===== config.mk =====
export PLATFORM = sky130hd
export DESIGN_NAME = gzip_header_parser_top
export DESIGN_NICKNAME = d
export VERILOG_FILES = /design/src/rtl/gzhp_pkg.sv /design/src/rtl/gzhp_walker.sv /design/src/rtl/gzip_header_parser_top.sv
export SDC_FILE = /design/constraint.sdc
export NUM_CORES = 1
export LEC_CHECK = 0
export BUFFER_PORTS_ARGS = -buffer_cell sky130_fd_sc_hd__buf_2
export CELL_PAD_IN_SITES_DETAIL_PLACEMENT = 1
export CELL_PAD_IN_SITES_GLOBAL_PLACEMENT = 1
export CORE_MARGIN = 5
export CORE_UTILIZATION = 43
export DETAILED_ROUTE_END_ITERATION = 8
export PLACE_DENSITY_LB_ADDON = 0.15
export SYNTH_ARGS = -nofsm -noshare
export SYNTH_HDL_FRONTEND = slang
export SYNTH_HIERARCHICAL = 1
export SYNTH_SLANG_ARGS = --single-unit
export TNS_END_PERCENT = 5

===== constraint.sdc =====
create_clock -name clk -period 3.15 [get_ports clk]
set_clock_uncertainty 0.1 [all_clocks]
set_input_delay 0.1575 -clock clk [delete_from_list [all_inputs] [get_ports clk]]
set_output_delay 0.1575 -clock clk [all_outputs]
set_load 0.03 [all_outputs]

===== src/rtl/gzhp_pkg.sv =====
// Shared types and constants of the gzip header parser.
package gzhp_pkg;

	// Width of the running header byte counter.
	localparam int OFFSET_BITS = 24;
	// Width of the reported payload offset.
	localparam int PAYLOAD_BITS = 24;
	// Width of the fixed-part and extra-field skip counter.
	localparam int SKIP_BITS = 16;

	localparam logic [7:0] MAGIC1_BYTE = 8'h1F;
	localparam logic [7:0] MAGIC2_BYTE = 8'h8B;
	localparam logic [7:0] METHOD_DEFLATE = 8'd8;
	localparam logic [SKIP_BITS-1:0] FIXED_SKIP = SKIP_BITS'(6);

	// Positions of the kept flag bits (flag byte bits 1 to 4).
	localparam int FL_HCRC = 0;
	localparam int FL_EXTRA = 1;
	localparam int FL_NAME = 2;
	localparam int FL_COMMENT = 3;

	typedef enum logic [3:0] {
		PH_MAGIC1 = 4'd0,
		PH_MAGIC2 = 4'd1,
		PH_METHOD = 4'd2,
		PH_FLAGS = 4'd3,
		PH_FIXED = 4'd4,
		PH_XLEN_LO = 4'd5,
		PH_XLEN_HI = 4'd6,
		PH_EXTRA = 4'd7,
		PH_NAME = 4'd8,
		PH_COMMENT = 4'd9,
		PH_HCRC1 = 4'd10,
		PH_HCRC2 = 4'd11,
		PH_DONE = 4'd12
	} phase_t;

	typedef enum logic [1:0] {
		SEC_EXTRA = 2'd0,
		SEC_NAME = 2'd1,
		SEC_COMMENT = 2'd2,
		SEC_HCRC = 2'd3
	} sec_t;

	typedef enum logic [1:0] {
		ST_OK = 2'd0,
		ST_BAD = 2'd1,
		ST_TRUNC = 2'd2,
		ST_OVF = 2'd3
	} status_t;

	typedef struct packed {
		status_t status;
		logic [PAYLOAD_BITS-1:0] offset;
	} result_t;

endpackage


===== src/rtl/gzhp_walker.sv =====
// Header walk state and the per-byte update of the gzip header parser.
module gzhp_walker (
	input  logic              clk,
	input  logic              arst_n,
	input  logic              step,
	input  logic [7:0]        byte_value,
	input  logic              last_byte,
	output logic              res_valid,
	output gzhp_pkg::result_t res
);

	gzhp_pkg::phase_t phase_q, phase_d;
	logic [gzhp_pkg::OFFSET_BITS-1:0] offset_q, offset_d, offset_inc;
	logic [3:0] flags_q, flags_d;
	logic [gzhp_pkg::SKIP_BITS-1:0] skip_q, skip_d, xlen_val;
	logic [7:0] xlen_lo_q, xlen_lo_d;
	logic enter_req;
	gzhp_pkg::sec_t enter_sec;
	gzhp_pkg::phase_t enter_phase;
	logic [gzhp_pkg::PAYLOAD_BITS-1:0] offset_ext;

	// First flagged optional section at or after sec, or done when none is left.
	function automatic gzhp_pkg::phase_t enter_section(input gzhp_pkg::sec_t sec,
			input logic [3:0] fl);
		gzhp_pkg::phase_t ph;
		ph = gzhp_pkg::PH_DONE;
		if (sec <= gzhp_pkg::SEC_HCRC && fl[gzhp_pkg::FL_HCRC])
			ph = gzhp_pkg::PH_HCRC1;
		if (sec <= gzhp_pkg::SEC_COMMENT && fl[gzhp_pkg::FL_COMMENT])
			ph = gzhp_pkg::PH_COMMENT;
		if (sec <= gzhp_pkg::SEC_NAME && fl[gzhp_pkg::FL_NAME])
			ph = gzhp_pkg::PH_NAME;
		if (sec <= gzhp_pkg::SEC_EXTRA && fl[gzhp_pkg::FL_EXTRA])
			ph = gzhp_pkg::PH_XLEN_LO;
		return ph;
	endfunction

	assign offset_inc = offset_q + gzhp_pkg::OFFSET_BITS'(1);
	assign offset_ext = gzhp_pkg::PAYLOAD_BITS'(offset_inc);
	assign xlen_val = {byte_value, xlen_lo_q};

	always_comb begin
		phase_d = phase_q;
		offset_d = offset_q;
		flags_d = flags_q;
		skip_d = skip_q;
		xlen_lo_d = xlen_lo_q;
		res_valid = 1'b0;
		res.status = gzhp_pkg::ST_OK;
		res.offset = '0;
		enter_req = 1'b0;
		enter_sec = gzhp_pkg::SEC_EXTRA;
		enter_phase = gzhp_pkg::PH_DONE;

		if (phase_q != gzhp_pkg::PH_DONE) begin
			if (&offset_q) begin
				res_valid = 1'b1;
				res.status = gzhp_pkg::ST_OVF;
				phase_d = gzhp_pkg::PH_DONE;
			end else begin
				offset_d = offset_inc;
				case (phase_q)
					gzhp_pkg::PH_MAGIC1: begin
						if (byte_value != gzhp_pkg::MAGIC1_BYTE) begin
							res_valid = 1'b1;
							res.status = gzhp_pkg::ST_BAD;
							phase_d = gzhp_pkg::PH_DONE;
						end else begin
							phase_d = gzhp_pkg::PH_MAGIC2;
						end
					end
					gzhp_pkg::PH_MAGIC2: begin
						if (byte_value != gzhp_pkg::MAGIC2_BYTE) begin
							res_valid = 1'b1;
							res.status = gzhp_pkg::ST_BAD;
							phase_d = gzhp_pkg::PH_DONE;
						end else begin
							phase_d = gzhp_pkg::PH_METHOD;
						end
					end
					gzhp_pkg::PH_METHOD: begin
						if (byte_value != gzhp_pkg::METHOD_DEFLATE) begin
							res_valid = 1'b1;
							res.status = gzhp_pkg::ST_BAD;
							phase_d = gzhp_pkg::PH_DONE;
						end else begin
							phase_d = gzhp_pkg::PH_FLAGS;
						end
					end
					gzhp_pkg::PH_FLAGS: begin
						flags_d = byte_value[4:1];
						skip_d = gzhp_pkg::FIXED_SKIP;
						phase_d = gzhp_pkg::PH_FIXED;
					end
					gzhp_pkg::PH_FIXED, gzhp_pkg::PH_EXTRA: begin
						if (skip_q <= gzhp_pkg::SKIP_BITS'(1)) begin
							skip_d = '0;
							enter_req = 1'b1;
							enter_sec = (phase_q == gzhp_pkg::PH_FIXED) ?
								gzhp_pkg::SEC_EXTRA : gzhp_pkg::SEC_NAME;
						end else begin
							skip_d = skip_q - gzhp_pkg::SKIP_BITS'(1);
						end
					end
					gzhp_pkg::PH_XLEN_LO: begin
						xlen_lo_d = byte_value;
						phase_d = gzhp_pkg::PH_XLEN_HI;
					end
					gzhp_pkg::PH_XLEN_HI: begin
						skip_d = xlen_val;
						if (xlen_val == '0) begin
							enter_req = 1'b1;
							enter_sec = gzhp_pkg::SEC_NAME;
						end else begin
							phase_d = gzhp_pkg::PH_EXTRA;
						end
					end
					gzhp_pkg::PH_NAME: begin
						if (byte_value == 8'd0) begin
							enter_req = 1'b1;
							enter_sec = gzhp_pkg::SEC_COMMENT;
						end
					end
					gzhp_pkg::PH_COMMENT: begin
						if (byte_value == 8'd0) begin
							enter_req = 1'b1;
							enter_sec = gzhp_pkg::SEC_HCRC;
						end
					end
					gzhp_pkg::PH_HCRC1: begin
						phase_d = gzhp_pkg::PH_HCRC2;
					end
					gzhp_pkg::PH_HCRC2: begin
						res_valid = 1'b1;
						res.offset = offset_ext;
						phase_d = gzhp_pkg::PH_DONE;
					end
					default: begin
						phase_d = phase_q;
					end
				endcase

				// Leaving a section either opens the next flagged one or ends the header.
				if (enter_req) begin
					enter_phase = enter_section(enter_sec, flags_q);
					if (enter_phase == gzhp_pkg::PH_DONE) begin
						res_valid = 1'b1;
						res.offset = offset_ext;
					end
					phase_d = enter_phase;
				end
			end
		end

		// The final byte always closes the stream and rearms the walk.
		if (last_byte) begin
			if (phase_q != gzhp_pkg::PH_DONE && !res_valid) begin
				res_valid = 1'b1;
				res.status = gzhp_pkg::ST_TRUNC;
				res.offset = '0;
			end
			phase_d = gzhp_pkg::PH_MAGIC1;
			offset_d = '0;
			flags_d = '0;
			skip_d = '0;
			xlen_lo_d = '0;
		end
	end

	always_ff @(posedge clk or negedge arst_n) begin
		if (!arst_n) begin
			phase_q <= gzhp_pkg::PH_MAGIC1;
			offset_q <= '0;
			flags_q <= '0;
			skip_q <= '0;
			xlen_lo_q <= '0;
		end else if (step) begin
			phase_q <= phase_d;
			offset_q <= offset_d;
			flags_q <= flags_d;
			skip_q <= skip_d;
			xlen_lo_q <= xlen_lo_d;
		end
	end

endmodule


===== src/rtl/gzip_header_parser_top.sv =====
// Top level of the gzip header parser: input register, header walk and result register.
//
// The byte channel (byte_valid, byte_stall, byte_value, last_byte) takes one byte of a
// gzip stream per item, with last_byte set on the final byte of each stream. The result
// channel (result_valid, result_stall, status, payload_offset) gives one item per stream:
// status 0 with the offset of the first deflate byte, or an error code with offset 0.
// A taken byte waits in the input register; when it is walked, its result, if any, is
// registered in the result register, from which the receiver takes it.
// Throughput is one byte per cycle unless result_stall holds a result in the result register.
// After a result the remaining bytes of the stream are dropped until the final byte,
// which always rearms the walk for the next stream.
// Reset empties the input register and the result register and puts the walk back at
// the first magic byte. While result_stall holds a result, one more byte is taken into
// the input register; byte_stall then rises until the result leaves.
module gzip_header_parser_top (
	input  logic                              clk,
	input  logic                              arst_n,
	input  logic                              byte_valid,
	output logic                              byte_stall,
	input  logic [7:0]                        byte_value,
	input  logic                              last_byte,
	output logic                              result_valid,
	input  logic                              result_stall,
	output logic [1:0]                        status,
	output logic [gzhp_pkg::PAYLOAD_BITS-1:0] payload_offset
);

	logic valid_s1;
	logic [7:0] byte_s1;
	logic last_s1;
	logic step;
	logic res_valid;
	gzhp_pkg::result_t res;
	logic out_valid_q;
	gzhp_pkg::result_t out_q;

	// A held byte moves on whenever the result register is free or draining.
	assign step = valid_s1 && (!out_valid_q || !result_stall);
	assign byte_stall = valid_s1 && !step;

	always_ff @(posedge clk or negedge arst_n) begin
		if (!arst_n) begin
			valid_s1 <= 1'b0;
		end else if (byte_valid && !byte_stall) begin
			valid_s1 <= 1'b1;
		end else if (step) begin
			valid_s1 <= 1'b0;
		end
	end

	always_ff @(posedge clk) begin
		if (byte_valid && !byte_stall) begin
			byte_s1 <= byte_value;
			last_s1 <= last_byte;
		end
	end

	gzhp_walker u_walker (
		.clk        (clk),
		.arst_n     (arst_n),
		.step       (step),
		.byte_value (byte_s1),
		.last_byte  (last_s1),
		.res_valid  (res_valid),
		.res        (res)
	);

	always_ff @(posedge clk or negedge arst_n) begin
		if (!arst_n) begin
			out_valid_q <= 1'b0;
		end else if (step && res_valid) begin
			out_valid_q <= 1'b1;
		end else if (!result_stall) begin
			out_valid_q <= 1'b0;
		end
	end

	always_ff @(posedge clk) begin
		if (step && res_valid) begin
			out_q <= res;
		end
	end

	assign result_valid = out_valid_q;
	assign status = out_q.status;
	assign payload_offset = out_q.offset;

`ifndef NO_ASSERTIONS
	// An error result never reports an offset.
	a_err_offset_zero: assert property (@(posedge clk) disable iff (!arst_n)
		out_valid_q && out_q.status != gzhp_pkg::ST_OK |-> out_q.offset == '0)
		else $error("error result carries a nonzero offset");

	// Back pressure only comes from a held byte that cannot move on.
	a_stall_needs_byte: assert property (@(posedge clk) disable iff (!arst_n)
		byte_stall |-> valid_s1 && out_valid_q && result_stall)
		else $error("byte channel stalled without a blocked byte");

	// A walked byte that ends the header shows up as a result in the next cycle.
	a_result_registered: assert property (@(posedge clk) disable iff (!arst_n)
		step && res_valid |=> out_valid_q)
		else $error("walk result was not registered");

	// A result is never overwritten while the receiver holds it.
	a_no_overwrite: assert property (@(posedge clk) disable iff (!arst_n)
		out_valid_q && result_stall |-> !step)
		else $error("result register overwritten while stalled");
`endif

endmodule

==> metrics.md, run 1 <==
| Metric | Value |
|---|---|
| Worst slew pin tran | `0.737 ns` |
| Final setup viols | `0` |
| DP Cell Count | `732` |
| Fraction of registers with async set/reset | `62.4%` |
| # port buffers | `40` |
| DP HPWL | `10600 µm` |
| Antenna violations before repair | `0` |
| Min Tclk post-route | `2.85 ns` |
| Met1 Resource Use GR | `25.3%` |
| Grt total ovfl | `0` |
| Critical path capture point type | `flip-flop` |
| Yosys reg bits | `93` |
| Nets | `624` |
| Die width | `121 µm` |
| Yosys warns | `6` |
| Commonest non-fill, non-tap cell in the layout | `nor2_1` |
| Layer with the highest usage | `met2` |
| Post-synth EDFFs | `35` |
| # DRC | `0` |
| Sink Count | `93` |
| Routing usage on met2 | `36.8%` |
| Num CTS Buffers | `9` |
| Synth unique cells | `67` |
| Final std cells w/o fill | `760` |
| CP max FO | `26` |
| # IOs | `41` |
| First-pass GRT wire length | `24100 µm` |
| Final Util | `51.0%` |
| PD cells | `803 mW/mm²` |
| Setup_tns | `0 ns` |
| Design Power | `0.00492 W` |
| Final Wtd Congestion | `0.950` |
| FMAX | `350 MHz` |
| Top post-synthesis cells by area | `dfrtp_1, edfxtp_1, o21ai_0, nor2_1, nand2_1` |
| Register area share after synthesis | `47.6%` |
| CTS root buffer | `clkbuf_16` |
| Core footprint | `0.0120 mm²` |
| Initial core utilization | `43.8%` |
| Unrepaired setup endpoints after global routing | `false` |
| Status | `finished, final reports clean` |
| Via count | `4488` |
| Clock Latency Late Sink | `0.35 ns` |
| H-tree depth | `3` |
| All-Layer GR Usage | `20.9%` |
| Ant diodes | `0` |
| Rows | `40` |
| Max rail drop VDD | `0.330 mV` |
| Syn Nets | `566` |
| Critical setup path kind | `flip-flop to flip-flop` |
| CTS tree | `built` |
| Routed wire per std cell | `19.3 µm` |
| Clk buf depth | `2` |
| Worst hold path type | `primary input to asynchronous set/reset pin` |
| DRT antenna net count | `0` |
| DRT Pass-1 Iters | `4` |
| Slew headroom | `50.6%` |
| Placed Area | `0.00569 mm²` |
| Final hold vios | `0` |
| Share of layout cells above drive strength 1 | `17.0%` |
| Most frequent cells in the layout | `nor2_1, o21ai_0, dfrtp_1` |
| Setup crit start kind | `flip-flop` |
| Leakage power | `2.44 nW` |
| Area growth syn-to-layout | `16.5%` |
| Largest net degree at the start of global routing | `33` |
| Grt met3 use | `2.95%` |
| Initial drt markers | `306` |
| Synth top area share | `27.6%` |
| CP required | `3.10 ns` |
| Fin crit share | `90.6%` |
| Post-synth top flop | `dfrtp_1` |
| Die height | `121 µm` |
| Max Cap Viol | `0` |
| Vias in the first global route | `4672` |
| Synth Instances | `550` |
| Finished Cell Area | `0.00613 mm²` |
| Critical Path AT | `2.81 ns` |
| Mean area per synthesized cell | `9.57 µm²` |
| Slew Viols, Final | `0` |
| Dominant cell type by area after synthesis | `dfrtp_1` |
| Routed WL | `14700 µm` |
| Mapped cell area | `0.00526 mm²` |
| Clock transition at path regs | `0.07 ns` |
| Die Area | `0.0145 mm²` |
| Vias/cell | `5.91` |
==> registers in the layout (all words and copies together) (netlist names), 2 cells and up <==
name	flops
payload_offset	24
u_walker/offset_q	24
u_walker/skip_q	16
byte_s1	8
u_walker/xlen_lo_q	8
u_walker/flags_q	4
u_walker/phase_q	4
status	2
==> final timing paths <==
path | from | endpoint | slack, ns | cells after the start
hold reg to reg | u_walker/skip_q[14] | u_walker/skip_q[14] | 0.42 | 1
hold / removal | arst_n | u_walker/offset_q[3] | 0.22 | 2
min in group clk | u_walker/skip_q[14] | u_walker/skip_q[14] | 0.42 | 1
setup reg to reg | u_walker/phase_q[1] | payload_offset[0] | 0.30 | 8
max in group asynchronous | arst_n | valid_s1 | 2.04 | 3
setup / recovery | u_walker/phase_q[1] | payload_offset[0] | 0.30 | 8
==> final cells by class <==
| class | instances | area [µm²] |
|---|---|---|
| fillers | 1344 | 5880 |
| multi-input cells | 418 | 2580 |
| flip-flops and latches | 93 | 2500 |
| repair buffers | 73 | 490 |
| clock buffers | 11 | 233 |
| well taps | 147 | 184 |
| clock inverters | 5 | 85.1 |
| inverters | 13 | 48.8 |
==> worst max-delay path, cell delays in order, from the launching register on <==
cell and delay [ns]:
dfrtp_1 0.60, or2_2 0.42, o21ai_0 0.22, nor4b_2 0.33, o21ai_2 0.13, a31oi_1 0.22, nand2_1 0.13, a21oi_2 0.18
buf_12 0.22
==> through the flow <==
stage / setup slack (ns) / hold slack [ns]
2_1_floorplan: 0.272 / -0.238
3_3_place_gp: 0.425 / 0.0790
3_5_place_dp: 0.343 / 0.0824
4_1_cts: 0.314 / 0.243
5_1_grt: 0.0950 / 0.283
6_report: 0.296 / 0.217
==> cells by family after synthesis <==
| family | synth area share, % |
|---|---|
| and+or+nand+nor | 22.0 |
| AOI/OAI and AO/OA | 20.6 |
| DFF | 47.6 |
| buffers and inverters | 3.50 |
| xor gates and xnor gates | 3.66 |
| muxes | 1.71 |
| adders and majority gates | 0.904 |
==> report_power, final <==
part	leakage (nW)	total, W	internal [W]	switching (W)
Clock	0.150	0.00117	0.000699	0.000472
Combinational	1.16	0.00198	0.000673	0.00131
Sequential	1.13	0.00177	0.00154	0.000231
==> layer usage <==
metal / wire [µm] / share of wire (%) / up-vias
li1: - / - / 2147
met1: 6150 / 42 / 2206
met2: 7570 / 52 / 103
met3: 522 / 3.6 / 32
met4: 414 / 2.8 / 0
met5: 0 / 0 / -
==> Yosys cell counts, types with 6 or more instances <==
master / count
nor2b_1: 16
edfxtp_1: 35
xnor2_1: 12
nand2b_1: 7
o2bb2ai_1: 7
nand2_1: 48
and2_1: 8
buf_2: 11
nor2_1: 63
o21ai_0: 63
nor3_1: 18
xor2_1: 10
mux2_2: 6
clkbuf_1: 10
dfrtp_1: 58
nand3_1: 15
a21oi_1: 32
a22oi_1: 8
inv_1: 13
a31oi_1: 7
o31ai_1: 13
==> timing repair <==
action	CTS	global route
hold buffers	12	0
endpoints found under the setup margin	0	0
hold endpoints to repair	30	0
buffers inserted	0	0
resized for setup	0	0
No activity file was read; power rests on OpenSTA's default activity.
==> run 2: changes to the inputs <==
--- a/config.mk
+++ b/config.mk
@@ -6,12 +6,13 @@
 export NUM_CORES = 1
 export LEC_CHECK = 0
 export BUFFER_PORTS_ARGS = -buffer_cell sky130_fd_sc_hd__buf_2
+export CAP_MARGIN = 20
 export CELL_PAD_IN_SITES_DETAIL_PLACEMENT = 1
 export CELL_PAD_IN_SITES_GLOBAL_PLACEMENT = 1
-export CORE_MARGIN = 5
 export CORE_UTILIZATION = 43
 export DETAILED_ROUTE_END_ITERATION = 8
 export PLACE_DENSITY_LB_ADDON = 0.15
+export SKIP_CTS_REPAIR_TIMING = 1
 export SYNTH_ARGS = -nofsm -noshare
 export SYNTH_HDL_FRONTEND = slang
 export SYNTH_HIERARCHICAL = 1
==> metrics.md, run 2 (same netlist as run 1, synthesis figures left out) <==
| Metric | Value |
|---|---|
| Max rail drop VDD | `0.337 mV (was 0.330 mV)` |
| Status | `finished, violations left (was finished, final reports clean)` |
| Routed WL | `13900 µm (was 14700 µm)` |
| Final std cells w/o fill | `758 (was 760)` |
| Critical path capture point type | `flip-flop (unchanged)` |
| Vias/cell | `5.84 (was 5.91)` |
| Largest net degree at the start of global routing | `33 (unchanged)` |
| Hold Worst Slack | `-0.0149 ns (was 0.217 ns)` |
| Final Util | `51.0% (about the same)` |
| Critical Path Max Stage Delay | `0.58 ns (was 0.60 ns)` |
| FMAX | `351 MHz (was 350 MHz)` |
| Num CTS Buffers | `9 (unchanged)` |
| Max Cap Viol | `0 (unchanged)` |
| DRT Pass-1 Iters | `4 (unchanged)` |
| DP HPWL | `10200 µm (was 10600 µm)` |
| Setup crit start kind | `flip-flop (unchanged)` |
| Routed wire per std cell | `18.3 µm (was 19.3 µm)` |
| CP max FO | `26 (unchanged)` |
| CTS tree | `built (unchanged)` |
| Final Wtd Congestion | `0.909 (was 0.950)` |
| PD cells | `792 mW/mm² (was 803 mW/mm²)` |
| Design Power | `0.00483 W (was 0.00492 W)` |
| DP Worst Slack | `0.345 ns (was 0.343 ns)` |
| # IOs | `41 (unchanged)` |
| Sink Count | `93 (unchanged)` |
| Clock transition at path regs | `0.07 ns (about the same)` |
| Antenna violations before repair | `0 (unchanged)` |
| Worst slew pin tran | `0.970 ns (was 0.737 ns)` |
| DP Cell Count | `731 (was 732)` |
| Min Tclk post-route | `2.85 ns (about the same)` |
| Core footprint | `0.0120 mm² (about the same)` |
| Critical setup path kind | `flip-flop to flip-flop (unchanged)` |
| Slew headroom | `34.9% (was 50.6%)` |
| Critical Path AT | `2.80 ns (was 2.81 ns)` |
| Slew Viols, Final | `0 (unchanged)` |
| All-Layer GR Usage | `23.4% (was 20.9%)` |
| Setup_tns | `0 ns (unchanged)` |
| Grt total ovfl | `0 (unchanged)` |
| Failing checks | `hold timing` |
| Share of layout cells above drive strength 1 | `17.2% (was 17.0%)` |
| Fin crit share | `90.4% (was 90.6%)` |
| Slowest-stage cell, CP | `dfrtp_1 (unchanged)` |
| Most frequent cells in the layout | `nor2_1, o21ai_0, dfrtp_1 (unchanged)` |
| Clock Latency Late Sink | `0.35 ns (about the same)` |
| First-pass GRT wire length | `23100 µm (was 24100 µm)` |
| Unrepaired setup endpoints after global routing | `false (unchanged)` |
| Clk buf depth | `2 (unchanged)` |
| Die Area | `0.0127 mm² (was 0.0145 mm²)` |
| Leakage power | `2.43 nW (was 2.44 nW)` |
| Vias in the first global route | `4599 (was 4672)` |
| Initial drt markers | `245 (was 306)` |
| Ant diodes | `0 (unchanged)` |
| H-tree depth | `3 (unchanged)` |
| Nets | `622 (was 624)` |
| Setup ws final | `0.301 ns (was 0.296 ns)` |
| CTS root buffer | `clkbuf_16 (unchanged)` |
| Rows | `40 (unchanged)` |
| Via count | `4426 (was 4488)` |
| Final setup viols | `0 (unchanged)` |
| Critical-path cell list | `or2_2 -> o21ai_0 -> nor4b_2 -> o21ai_2 -> a31oi_1 -> nand2_1 -> a21oi_2 -> buf_12 (unchanged)` |
| DRT antenna net count | `0 (unchanged)` |
| Initial core utilization | `44.0% (was 43.8%)` |
| Die width | `113 µm (was 121 µm)` |
| Die height | `113 µm (was 121 µm)` |
| Area growth syn-to-layout | `15.9% (was 16.5%)` |
| # port buffers | `40 (unchanged)` |
| CP required | `3.10 ns (about the same)` |
| # DRC | `0 (unchanged)` |
| Commonest non-fill, non-tap cell in the layout | `nor2_1 (unchanged)` |
| Final hold vios | `1 (was 0)` |
| Worst hold path type | `primary input to flip-flop (was primary input to asynchronous set/reset pin)` |
run 2: cell type report:
class | count | area, µm²
tap | 147 | 184
inverter | 13 | 48.8
timing repair buffer | 71 | 473
fill | 1379 | 5860
sequential | 93 | 2500
multi-input combinational | 418 | 2580
clock inverter | 7 | 80.1
clock buffer | 9 | 225
run 2: power breakdown:
part | internal, W | switching, W
sequential | 0.00153 | 0.000238
clock | 0.000627 | 0.000494
combinational | 0.000669 | 0.00127
run 2: critical path: cells and delay by family, from the launching register on:
family          cells  cell delay [ns]
simple gates        3             0.94
buf+inv             1             0.20
compound gates      4             0.71
flops               1             0.58
run 2: stage by stage:
step                hold slack (ns)  instance area [µm²]
CTS                          -0.218                 5990
detailed placement            0.150                 5680
global route                 0.0175                 6100
finish                      -0.0149                 6100
global placement              0.154                 5680
floorplan                    -0.238                 5270
run 2: path summary, 6_finish.rpt:
| kind | startpoint | end | slack, ns | cells after the start |
|---|---|---|---|---|
| max | u_walker/phase_q[1] | payload_offset[15] | 0.30 | 8 |
| min | result_stall | result_valid | -0.01 | 3 |
| max reg2reg | u_walker/phase_q[1] | payload_offset[15] | 0.30 | 8 |
| min reg2reg | u_walker/skip_q[14] | u_walker/skip_q[14] | 0.42 | 1 |
| max in group asynchronous | arst_n | u_walker/xlen_lo_q[1] | 1.90 | 3 |
| min in group asynchronous | arst_n | u_walker/offset_q[2] | 0.30 | 2 |
run 2: layer usage:
layer	track usage [%]	routed length (µm)	share of wire (%)	vias to the layer above
met5	0	0	0	-
met4	9.96	316	2.3	0
met3	3.29	418	3.0	21
met2	42.3	7250	52	79
met1	27.8	5910	43	2183
li1	-	-	-	2143
==> run 3: changes to the inputs <==
--- a/config.mk
+++ b/config.mk
@@ -11,6 +11,7 @@
 export CELL_PAD_IN_SITES_GLOBAL_PLACEMENT = 1
 export CORE_UTILIZATION = 43
 export DETAILED_ROUTE_END_ITERATION = 8
+export GPL_TIMING_DRIVEN = 0
 export PLACE_DENSITY_LB_ADDON = 0.15
 export SKIP_CTS_REPAIR_TIMING = 1
 export SYNTH_ARGS = -nofsm -noshare
==> constraint.sdc (replaced) <==
create_clock -name clk -period 2.58 [get_ports clk]
set_clock_uncertainty 0.1 [all_clocks]
set_input_delay 0.129 -clock clk [delete_from_list [all_inputs] [get_ports clk]]
set_output_delay 0.129 -clock clk [all_outputs]
set_load 0.03 [all_outputs]
==> metrics.md, run 3 (same netlist as run 1, synthesis figures left out) <==
| Metric | Value |
|---|---|
| Fin crit share | `98.9% (was 90.4%)` |
| Max Cap Viol | `0 (unchanged)` |
| Share of layout cells above drive strength 1 | `23.6% (was 17.2%)` |
| Comb pwr share | `43.9% (was 40.1%)` |
| Clock power share | `21.5% (was 23.2%)` |
| Placed Area | `0.00567 mm² (was 0.00568 mm²)` |
| CP Launch Point | `u_walker/skip_q[4] (was u_walker/phase_q[1])` |
| Setup crit start kind | `flip-flop (unchanged)` |
| Clock transition at path regs | `0.07 ns (about the same)` |
| Status | `finished, final reports clean (was finished, violations left)` |
| CTS root buffer | `clkbuf_16 (unchanged)` |
| First-pass GRT wire length | `25100 µm (was 23100 µm)` |
| Final Wtd Congestion | `0.900 (was 0.909)` |
| Clock Latency Late Sink | `0.36 ns (was 0.35 ns)` |
| Internal power | `0.00364 W (was 0.00283 W)` |
| Final hold vios | `0 (was 1)` |
| Cell family with most CP delay | `simple AND/OR/NAND/NOR gates (unchanged)` |
| Core footprint | `0.0120 mm² (unchanged)` |
| Critical Path Max Stage Delay | `0.43 ns (was 0.58 ns)` |
| PD cells | `974 mW/mm² (was 792 mW/mm²)` |
| Sink Count | `93 (unchanged)` |
| Critical-path cell list | `nor4_4 -> nand2_2 -> nor4b_4 -> o21ai_2 -> a31oi_1 -> nand2_2 -> a21oi_4 -> buf_12 (was or2_2 -> o21ai_0 -> nor4b_2 -> o21ai_2 -> a31oi_1 -> nand2_1 -> a21oi_2 -> buf_12)` |
| Antenna violations before repair | `0 (unchanged)` |
| Min Tclk post-route | `2.55 ns (was 2.85 ns)` |
| # IOs | `41 (unchanged)` |
| Die height | `113 µm (unchanged)` |
| Sequential share of power | `34.6% (was 36.7%)` |
| DP Worst Slack | `-0.645 ns (was 0.345 ns)` |
| Clk buf depth | `2 (unchanged)` |
| Max rail drop VDD | `0.450 mV (was 0.337 mV)` |
| All-Layer GR Usage | `25.7% (was 23.4%)` |
| Ant diodes | `0 (unchanged)` |
| CP dominant cell by count | `nand2_2` |
| # port buffers | `40 (unchanged)` |
| Unrepaired setup endpoints after global routing | `true (was false)` |
| Slowest-stage cell, CP | `dfrtp_2 (was dfrtp_1)` |
| Slew headroom | `45.3% (was 34.9%)` |
| Critical Path AT | `2.52 ns (was 2.80 ns)` |
| Leakage power | `2.59 nW (was 2.43 nW)` |
| FMAX | `392 MHz (was 351 MHz)` |
| Hold_sp | `result_stall (unchanged)` |
| Largest net degree at the start of global routing | `59 (was 33)` |
| Num CTS Buffers | `9 (unchanged)` |
| DRT Pass-1 Iters | `4 (unchanged)` |
| Critical setup path kind | `flip-flop to flip-flop (unchanged)` |
| Finished Cell Area | `0.00646 mm² (was 0.00610 mm²)` |
| Reg-to-Reg Start | `u_walker/skip_q[4] (was u_walker/phase_q[1])` |
| Worst hold path type | `primary input to flip-flop (unchanged)` |
| Vias/cell | `5.97 (was 5.84)` |
| CP max FO | `13 (was 26)` |
| Routed wire per std cell | `20.5 µm (was 18.3 µm)` |
| Rows | `40 (unchanged)` |
| CP required | `2.55 ns (was 3.10 ns)` |
| Multi-input gate area | `0.00276 mm² (was 0.00258 mm²)` |
| Design Power | `0.00629 W (was 0.00483 W)` |
| DP HPWL | `10900 µm (was 10200 µm)` |
| Most frequent cells in the layout | `nor2_1, o21ai_0, dfrtp_1 (unchanged)` |
| DRT antenna net count | `0 (unchanged)` |
| Worst slew pin tran | `0.820 ns (was 0.970 ns)` |
| Commonest non-fill, non-tap cell in the layout | `nor2_1 (unchanged)` |
| Initial drt markers | `243 (was 245)` |
| H-tree depth | `3 (unchanged)` |
| Switch Pwr | `0.00264 W (was 0.00200 W)` |
| Critical path capture point type | `flip-flop (unchanged)` |
| Fillcell total | `1358 (was 1379)` |
| # DRC | `0 (unchanged)` |
| Worst path bufs/invs | `1 (unchanged)` |
| Final setup viols | `0 (unchanged)` |
| Reg area | `0.00251 mm² (was 0.00250 mm²)` |
| Net Sw Frac | `42.0% (was 41.4%)` |
| Final Util | `54.0% (was 51.0%)` |
| Slew Viols, Final | `0 (unchanged)` |
| Grt total ovfl | `0 (unchanged)` |
| Routed WL | `16200 µm (was 13900 µm)` |
| Via count | `4695 (was 4426)` |
| Initial core utilization | `44.0% (unchanged)` |
| Die Area | `0.0127 mm² (unchanged)` |
| Vias in the first global route | `4860 (was 4599)` |
| Nets | `651 (was 622)` |
| CTS tree | `built (unchanged)` |
| Area growth syn-to-layout | `22.7% (was 15.9%)` |
| Setup ws final | `0.0286 ns (was 0.301 ns)` |
| Reg2reg setup slack | `0.03 ns (was 0.30 ns)` |
| Die width | `113 µm (unchanged)` |
-- run 3: changes by cell type in the layout (fill, tap and decap cells not counted), moves of 4 or more --
| cell | delta |
|---|---|
| buf_4 | +7 |
| buf_6 | +4 |
| nand2_1 | -5 |
| buf_2 | +4 |
| nand2_2 | +5 |
| clkbuf_1 | +6 |
-- run 3: routing by layer --
| metal | wire (µm) | track usage [%] |
|---|---|---|
| met1 | 6770 | 30.4 |
| met2 | 8470 | 46.8 |
| met3 | 399 | 3.13 |
| met4 | 515 | 11.5 |
| met5 | 0 | 0 |
-- run 3: worst paths after layout --
path | end | cells past startpoint
max | payload_offset[12] | 8
max reg2reg | payload_offset[12] | 8
min reg2reg | u_walker/offset_q[23] | 1
min | valid_s1 | 3
max in group asynchronous | u_walker/phase_q[0] | 2
min in group asynchronous | u_walker/offset_q[0] | 2
-- run 3: power by group through the flow --
stage	clock, W	sequential (W)	combinational [W]
after floorplan	0	0.00232	0.00144
after global placement	0	0.00215	0.00226
after detailed placement	0	0.00217	0.00232
after CTS	0.00138	0.00214	0.00234
after global routing	0.00143	0.00221	0.00300
final	0.00135	0.00218	0.00276
-- run 3: worst min-delay path: cells and delay by family --
| kind | cells | cell delay [ns] |
|---|---|---|
| buf+inv | 1 | 0.16 |
| simple gates | 2 | 0.15 |
-- run 3: through the flow --
stage,hold slack (ns),TNS (ns),instances
3_3_place_gp,0.205,-16.98,737
2_1_floorplan,-0.267,-0.675,550
4_1_cts,-0.210,-23.71,753
6_report,0.0244,0,787
5_1_grt,0.0426,-1.82,787
3_5_place_dp,0.176,-21.93,737
-- run 3: layout make-up --
class	count	share of cell area, %
clock buffer	10	3.55
tap	147	2.85
sequential	93	38.8
inverter	13	0.756
multi-input combinational	419	42.7
timing repair buffer	74	7.91
buffer	25	2.48
clock inverter	6	0.969
